--- src/rtl/uart_register_model_defines.svh ---
// Assertion macros shared by the RTL files of the UART register model.
// Every assertion samples on clk_i and is disabled while rst_ni is low.
`ifndef UART_REGISTER_MODEL_DEFINES_SVH
`define UART_REGISTER_MODEL_DEFINES_SVH

`ifndef ASSERT_OFF
`define URM_ASSERT(lbl, prop) \
  lbl: assert property (@(posedge clk_i) disable iff (!rst_ni) prop) \
    else $error("%m: assertion failed");
`define URM_ASSERT_IF(lbl, cond, prop) \
  lbl: assert property (@(posedge clk_i) disable iff (!rst_ni) (cond) |-> (prop)) \
    else $error("%m: assertion failed");
`else
`define URM_ASSERT(lbl, prop)
`define URM_ASSERT_IF(lbl, cond, prop)
`endif

`endif

--- src/rtl/urm_pkg.sv ---
`default_nettype none

package urm_pkg;

  localparam int unsigned AddrW = 64;
  localparam int unsigned DataW = 64;
  localparam int unsigned ByteW = 8;
  localparam int unsigned CfgIdxW = 2;

  localparam logic [AddrW-1:0] UartRbrOff = AddrW'(0);
  localparam logic [AddrW-1:0] UartIerOff = AddrW'(1);
  localparam logic [AddrW-1:0] UartFcrOff = AddrW'(2);
  localparam logic [AddrW-1:0] UartLcrOff = AddrW'(3);
  localparam logic [AddrW-1:0] UartLsrOff = AddrW'(5);
  localparam logic [AddrW-1:0] UartScrOff = AddrW'(7);
  localparam logic [AddrW-1:0] MtimeOff = AddrW'(49144);

  localparam int unsigned DlabBit = 7;
  localparam logic [ByteW-1:0] LsrThre = 8'h20;
  localparam logic [ByteW-1:0] LsrDr = 8'h01;

  typedef enum logic [1:0] {
    KindRead  = 2'd0,
    KindWrite = 2'd1,
    KindRx    = 2'd2,
    KindTick  = 2'd3
  } kind_e;

  typedef enum logic [CfgIdxW-1:0] {
    CfgUartBase  = 2'd0,
    CfgClintBase = 2'd1
  } cfg_idx_e;

  typedef struct packed {
    logic [AddrW-1:0] uart_base;
    logic [AddrW-1:0] clint_base;
  } cfg_t;

  typedef struct packed {
    kind_e            kind;
    logic [AddrW-1:0] address;
    logic [DataW-1:0] write_value;
    logic [ByteW-1:0] rx_byte;
  } item_t;

  typedef struct packed {
    logic [DataW-1:0] read_data;
    logic             bus_error;
    logic             tx_valid;
    logic [ByteW-1:0] tx_data;
    logic             rx_taken;
  } result_t;

endpackage

`default_nettype wire

--- src/rtl/urm_exec.sv ---
`default_nettype none

`include "uart_register_model_defines.svh"

module urm_exec
  import urm_pkg::*;
(
  input  wire logic  clk_i,
  input  wire logic  rst_ni,
  input  wire logic  step_i,
  input  wire cfg_t  cfg_i,
  input  wire item_t item_i,
  output result_t    result_o
);

  logic [ByteW-1:0] lcr_q, lcr_d;
  logic [ByteW-1:0] ier_q, ier_d;
  logic [ByteW-1:0] scr_q, scr_d;
  logic [ByteW-1:0] dll_q, dll_d;
  logic [ByteW-1:0] dlm_q, dlm_d;
  logic             rx_valid_q, rx_valid_d;
  logic [ByteW-1:0] rx_byte_q, rx_byte_d;
  logic [DataW-1:0] time_q, time_d;

  logic [AddrW-1:0] uart_off;
  logic [AddrW-1:0] clint_off;
  logic             hit_rbr, hit_ier, hit_fcr, hit_lcr, hit_lsr, hit_scr, hit_mtime;
  logic             dlab;
  logic [ByteW-1:0] wr_byte;

  assign uart_off  = item_i.address - cfg_i.uart_base;
  assign clint_off = item_i.address - cfg_i.clint_base;
  assign hit_rbr   = (uart_off == UartRbrOff);
  assign hit_ier   = (uart_off == UartIerOff);
  assign hit_fcr   = (uart_off == UartFcrOff);
  assign hit_lcr   = (uart_off == UartLcrOff);
  assign hit_lsr   = (uart_off == UartLsrOff);
  assign hit_scr   = (uart_off == UartScrOff);
  assign hit_mtime = (clint_off == MtimeOff);
  assign dlab      = lcr_q[DlabBit];
  assign wr_byte   = item_i.write_value[ByteW-1:0];

  always_comb begin
    result_o   = '0;
    lcr_d      = lcr_q;
    ier_d      = ier_q;
    scr_d      = scr_q;
    dll_d      = dll_q;
    dlm_d      = dlm_q;
    rx_valid_d = rx_valid_q;
    rx_byte_d  = rx_byte_q;
    time_d     = time_q;
    unique case (item_i.kind)
      KindRead: begin
        // The UART offsets are distinct; only mtime can overlap them.
        priority if (hit_lcr) begin
          result_o.read_data = DataW'(lcr_q);
        end else if (hit_ier) begin
          result_o.read_data = DataW'(ier_q);
        end else if (hit_lsr) begin
          result_o.read_data = DataW'(LsrThre | (rx_valid_q ? LsrDr : '0));
        end else if (hit_scr) begin
          result_o.read_data = DataW'(scr_q);
        end else if (hit_mtime) begin
          result_o.read_data = time_q;
        end else if (hit_rbr) begin
          if (rx_valid_q) begin
            result_o.read_data = DataW'(rx_byte_q);
            rx_valid_d         = 1'b0;
          end
        end else begin
          result_o.bus_error = 1'b1;
        end
      end
      KindWrite: begin
        priority if (hit_rbr) begin
          if (dlab) begin
            dll_d = wr_byte;
          end else begin
            result_o.tx_valid = 1'b1;
            result_o.tx_data  = wr_byte;
          end
        end else if (hit_ier) begin
          if (dlab) begin
            dlm_d = wr_byte;
          end else begin
            ier_d = wr_byte;
          end
        end else if (hit_fcr) begin
          // FCR writes are accepted and dropped.
        end else if (hit_lcr) begin
          lcr_d = wr_byte;
        end else if (hit_scr) begin
          scr_d = wr_byte;
        end else begin
          result_o.bus_error = 1'b1;
        end
      end
      KindRx: begin
        if (!rx_valid_q) begin
          rx_valid_d        = 1'b1;
          rx_byte_d         = item_i.rx_byte;
          result_o.rx_taken = 1'b1;
        end
      end
      KindTick: begin
        time_d = time_q + DataW'(1);
      end
      default: ;
    endcase
  end

  always_ff @(posedge clk_i or negedge rst_ni) begin
    if (!rst_ni) begin
      lcr_q      <= '0;
      ier_q      <= '0;
      scr_q      <= '0;
      dll_q      <= '0;
      dlm_q      <= '0;
      rx_valid_q <= 1'b0;
      rx_byte_q  <= '0;
      time_q     <= '0;
    end else if (step_i) begin
      lcr_q      <= lcr_d;
      ier_q      <= ier_d;
      scr_q      <= scr_d;
      dll_q      <= dll_d;
      dlm_q      <= dlm_d;
      rx_valid_q <= rx_valid_d;
      rx_byte_q  <= rx_byte_d;
      time_q     <= time_d;
    end
  end

  `URM_ASSERT(a_rx_taken_fills, step_i && result_o.rx_taken |=> rx_valid_q)
  `URM_ASSERT(a_tick_counts, step_i && item_i.kind == KindTick |=> time_q == $past(time_q) + 64'd1)
  `URM_ASSERT_IF(a_tx_needs_no_dlab, step_i && result_o.tx_valid, !dlab && hit_rbr)

endmodule

`default_nettype wire

--- config.mk ---
export PLATFORM = sky130hd
export DESIGN_NAME = urm_exec
export DESIGN_NICKNAME = d
export VERILOG_FILES = /design/src/rtl/urm_pkg.sv /design/src/rtl/urm_exec.sv
export VERILOG_INCLUDE_DIRS = /design/src /design/src/rtl
export SDC_FILE = /design/constraint.sdc
export NUM_CORES = 1
export LEC_CHECK = 0
export ABC_AREA = 1
export BUFFER_PORTS_ARGS = -buffer_cell sky130_fd_sc_hd__buf_2
export CORE_MARGIN = 10
export CORE_UTILIZATION = 35
export CTS_CLUSTER_SIZE = 30
export DETAILED_ROUTE_END_ITERATION = 10
export PLACE_DENSITY_LB_ADDON = 0.1
export SLEW_MARGIN = 15
export SYNTH_ARGS = -nofsm -noshare
export SYNTH_HDL_FRONTEND = slang
export SYNTH_SLANG_ARGS = --single-unit
--- constraint.sdc ---
create_clock -name clk_i -period 9.2 [get_ports clk_i]
set_input_delay 1.38 -clock clk_i [delete_from_list [all_inputs] [get_ports clk_i]]
set_output_delay 1.38 -clock clk_i [all_outputs]
set_load 0.01 [all_outputs]
==> run metrics <==
Combinational Power Share=54.6%; number of distinct library cells after synthesis=49; CTS tree=built; Compound-Gate Fraction of Synth Area=5.63%; Post-CTS Repair Setup Buffers=0; CTS buffer count=9; fin crit period=7.57 ns; flops & latches, synth=97; Max VDD drop=0.0889 mV; Tightest Hold Check Type=reg2reg; Detail Route Antenna Nets=0; final worst slack=1.63 ns; die span in x=252 um; Max-Cap Viols=0; CP endpoint kind=primary output; All-Layer GR Usage=23.2%; Final Instance Area=21,300 um^2; antenna violations before repair=1; DRC Markers=0; total die area=63,400 um^2; Initial Util=35.6%; Placed Cells incl. Taps=4,555; simple-gate portion of the synthesized area=~50%; hold_buf cts=0; Slew headroom=39.2%; Startpoint Class=input pin; clk root buf=clkbuf_16; first-pass GRT wire length=115,000 um; Layout Nets=4,276; Pre-Repair DR Iteration Count=6; CP Max Fanout=36; Post-Synth Adder-Cell Area=8.62%; CTS Sinks=97; Critical Path RT=7.82 ns; register area=2430 um^2; post-placement cell area=roughly 21,000 um^2; Worst Path Arrival=6.19 ns; # setup viols final=0; Avg WL per Cell=16.7 um; Mapped Cells=3,595; Pint=0.975 mW; Clock transition at path regs=approximately 0.070 ns; skew final=0.0107 ns; Final Non-Filler Cells=between 4,000 and 5,000; die height=252 um; leak pwr=between 10 and 15 nW; worst skew pair latency=0.36 ns; Seq pwr share=between 20 and 30%; drt total wl=76,100 um; multiplexer share of the synthesized area=0.798%; sw power=0.863 mW; Final Wtd Congestion=0.981; Synth Net Count=3,993; Mapped Area=between 15,000 and 20,000 um^2; RSZ-0062 raised after global routing=false; global route overflow=0; Crit Path Category=in2out; Post-synth EDFFs=0; share of layout cells above drive strength 1=10.6%; H-tree depth=3; vias in the first global route=19,900; Final period util=82.3%; ys async rst share=100%; Port Buf Inserts=287; outcome=finished, final reports clean; pwr dens=86.4 nW/um^2; largest family of logic cells by synthesized area=simple AND/OR/NAND/NOR gates; Total Neg Setup Slack=0 ns; Max Fclk=132 MHz; initial drt markers=around 1,900; most frequent cells in the layout=nand2_1, inv_1, nor2_1; switching share of power=47.0%; sequential-to-total area share from yosys stat=12.9%; Multi-input gate area=12,900 um^2; CTS resizes=0; # rows=84; Core Util, Final=roughly 40%; Longest Clk Path Bufs=2; pin count of the biggest net entering global routing=71; dpl ws=1.71 ns; Yosys warnings=0; DR vias/cell=about 4.7; commonest non-fill, non-tap cell in the layout=nand2_1; xor and xnor area share after synthesis=~4.7%; Post-DP HPWL=67,600 um; final hold vios=0; vias=21,600; Synth Flop Type=dfrtp_1; proportion of power drawn by the clock network=around 20%; Area growth, synth to finish=13.1%; number of fill cells=6,163; Pins Over Slew Limit=0; Worst Tran Pin Value=0.912 ns; number of diodes=0; Syn Area/Cell=5.23 um^2; area of the core=52,900 um^2; Top Ports=344
-- cell type report --
type                    count  share of cell area [%]
clock buffers              13                    1.27
well taps                 688                    4.05
multi-input cells        2600                    60.8
inverters                 880                    15.5
clock inverters             2                  0.0588
repair buffers            290                    6.87
flip-flops and latches     97                    11.4
-- worst max-delay path, cell delays in order --
cell,delay (ns)
buf_2,0.08
inv_1,0.09
ha_1,0.21
fa_1,0.41
inv_1,0.07
nand3_1,0.10
nor2_1,0.22
nand2_1,0.07
nand3_1,0.17
nand2_1,0.09
nand3_1,0.29
nand2_1,0.12
nand3_1,0.11
nand2_1,0.06
nor2_1,0.09
nand2_1,0.05
nor2_1,0.17
nand2_1,0.22
nor2_4,0.35
nand2_2,0.31
nand2_1,0.16
nor2_2,0.06
nand2_2,0.60
buf_4,0.45
nor3_1,0.08
buf_2,0.15
-- routing by layer --
layer / up-vias / routed length [um] / track usage, %
li1: 11400 / - / -
met1: 9457 / 38600 / 34.8
met2: 712 / 30800 / 35.0
met3: 59 / 5680 / 3.16
met4: 2 / 1070 / 3.50
met5: - / 13 / 0
-- stage by stage --
step | total power [mW] | hold WS [ns]
detailed placement | 1.46 | 0.460
finish | 1.84 | 0.470
global route | 1.99 | 0.478
floorplan | 1.13 | 0.442
CTS | 1.83 | 0.470
global placement | 1.46 | 0.454
-- cells by family after synthesis --
group                      Yosys count
AOI/OAI and AO/OA                  198
xor gates and xnor gates           101
adders and majority gates          129
buffers and inverters              898
DFF                                 97
muxes                               14
and+or+nand+nor                   2158
-- state kept, by name, summed over array words and instances (netlist names) --
| register | flops |
|---|---|
| ier_q | 8 |
| lcr_q | 8 |
| rx_byte_q | 8 |
| rx_valid_q | 1 |
| scr_q | 8 |
| time_q | 64 |
-- power groups by stage --
stage | Combinational [mW] | Sequential (mW) | Clock, mW
floorplan | 0.661 | 0.466 | 0
global placement | 0.985 | 0.472 | 0
detailed placement | 0.985 | 0.473 | 0
CTS | 0.989 | 0.465 | 0.380
global route | 1.12 | 0.468 | 0.394
finish | 1.00 | 0.465 | 0.370
-- final timing paths --
check / from / to / slack, ns / cells past startpoint
worst max-delay path: item_i[72] / result_o[25] / 1.63 / 26
max in group asynchronous: rst_ni / time_q[31]$_DFFE_PN0P_ / 7.01 / 2
worst min register to register: time_q[25]$_DFFE_PN0P_ / time_q[25]$_DFFE_PN0P_ / 0.47 / 1
worst min-delay path: time_q[25]$_DFFE_PN0P_ / time_q[25]$_DFFE_PN0P_ / 0.47 / 1
min in group asynchronous: rst_ni / ier_q[1]$_DFFE_PN0P_ / 0.94 / 1
worst max register to register: time_q[1]$_DFFE_PN0P_ / time_q[62]$_DFFE_PN0P_ / 6.08 / 17
-- synthesized netlist by cell type (16+ instances only) --
cell | instances | share of area (%)
nand2_1 | 1345 | 27
nand3b_1 | 17 | 0.68
nor2_1 | 368 | 7.3
ha_1 | 128 | 8.5
dfrtp_1 | 97 | 13
nor3_2 | 45 | 2.4
nand4_1 | 51 | 1.7
nand3_1 | 184 | 4.9
xnor2_1 | 23 | 1.1
nor2_2 | 16 | 0.53
xor2_1 | 78 | 3.6
inv_1 | 874 | 17
nor3_1 | 59 | 1.6
a21oi_1 | 115 | 3.1
o21ai_0 | 44 | 1.2
nor4_1 | 22 | 0.73
Note: power is estimated with default switching activity, not from simulation.
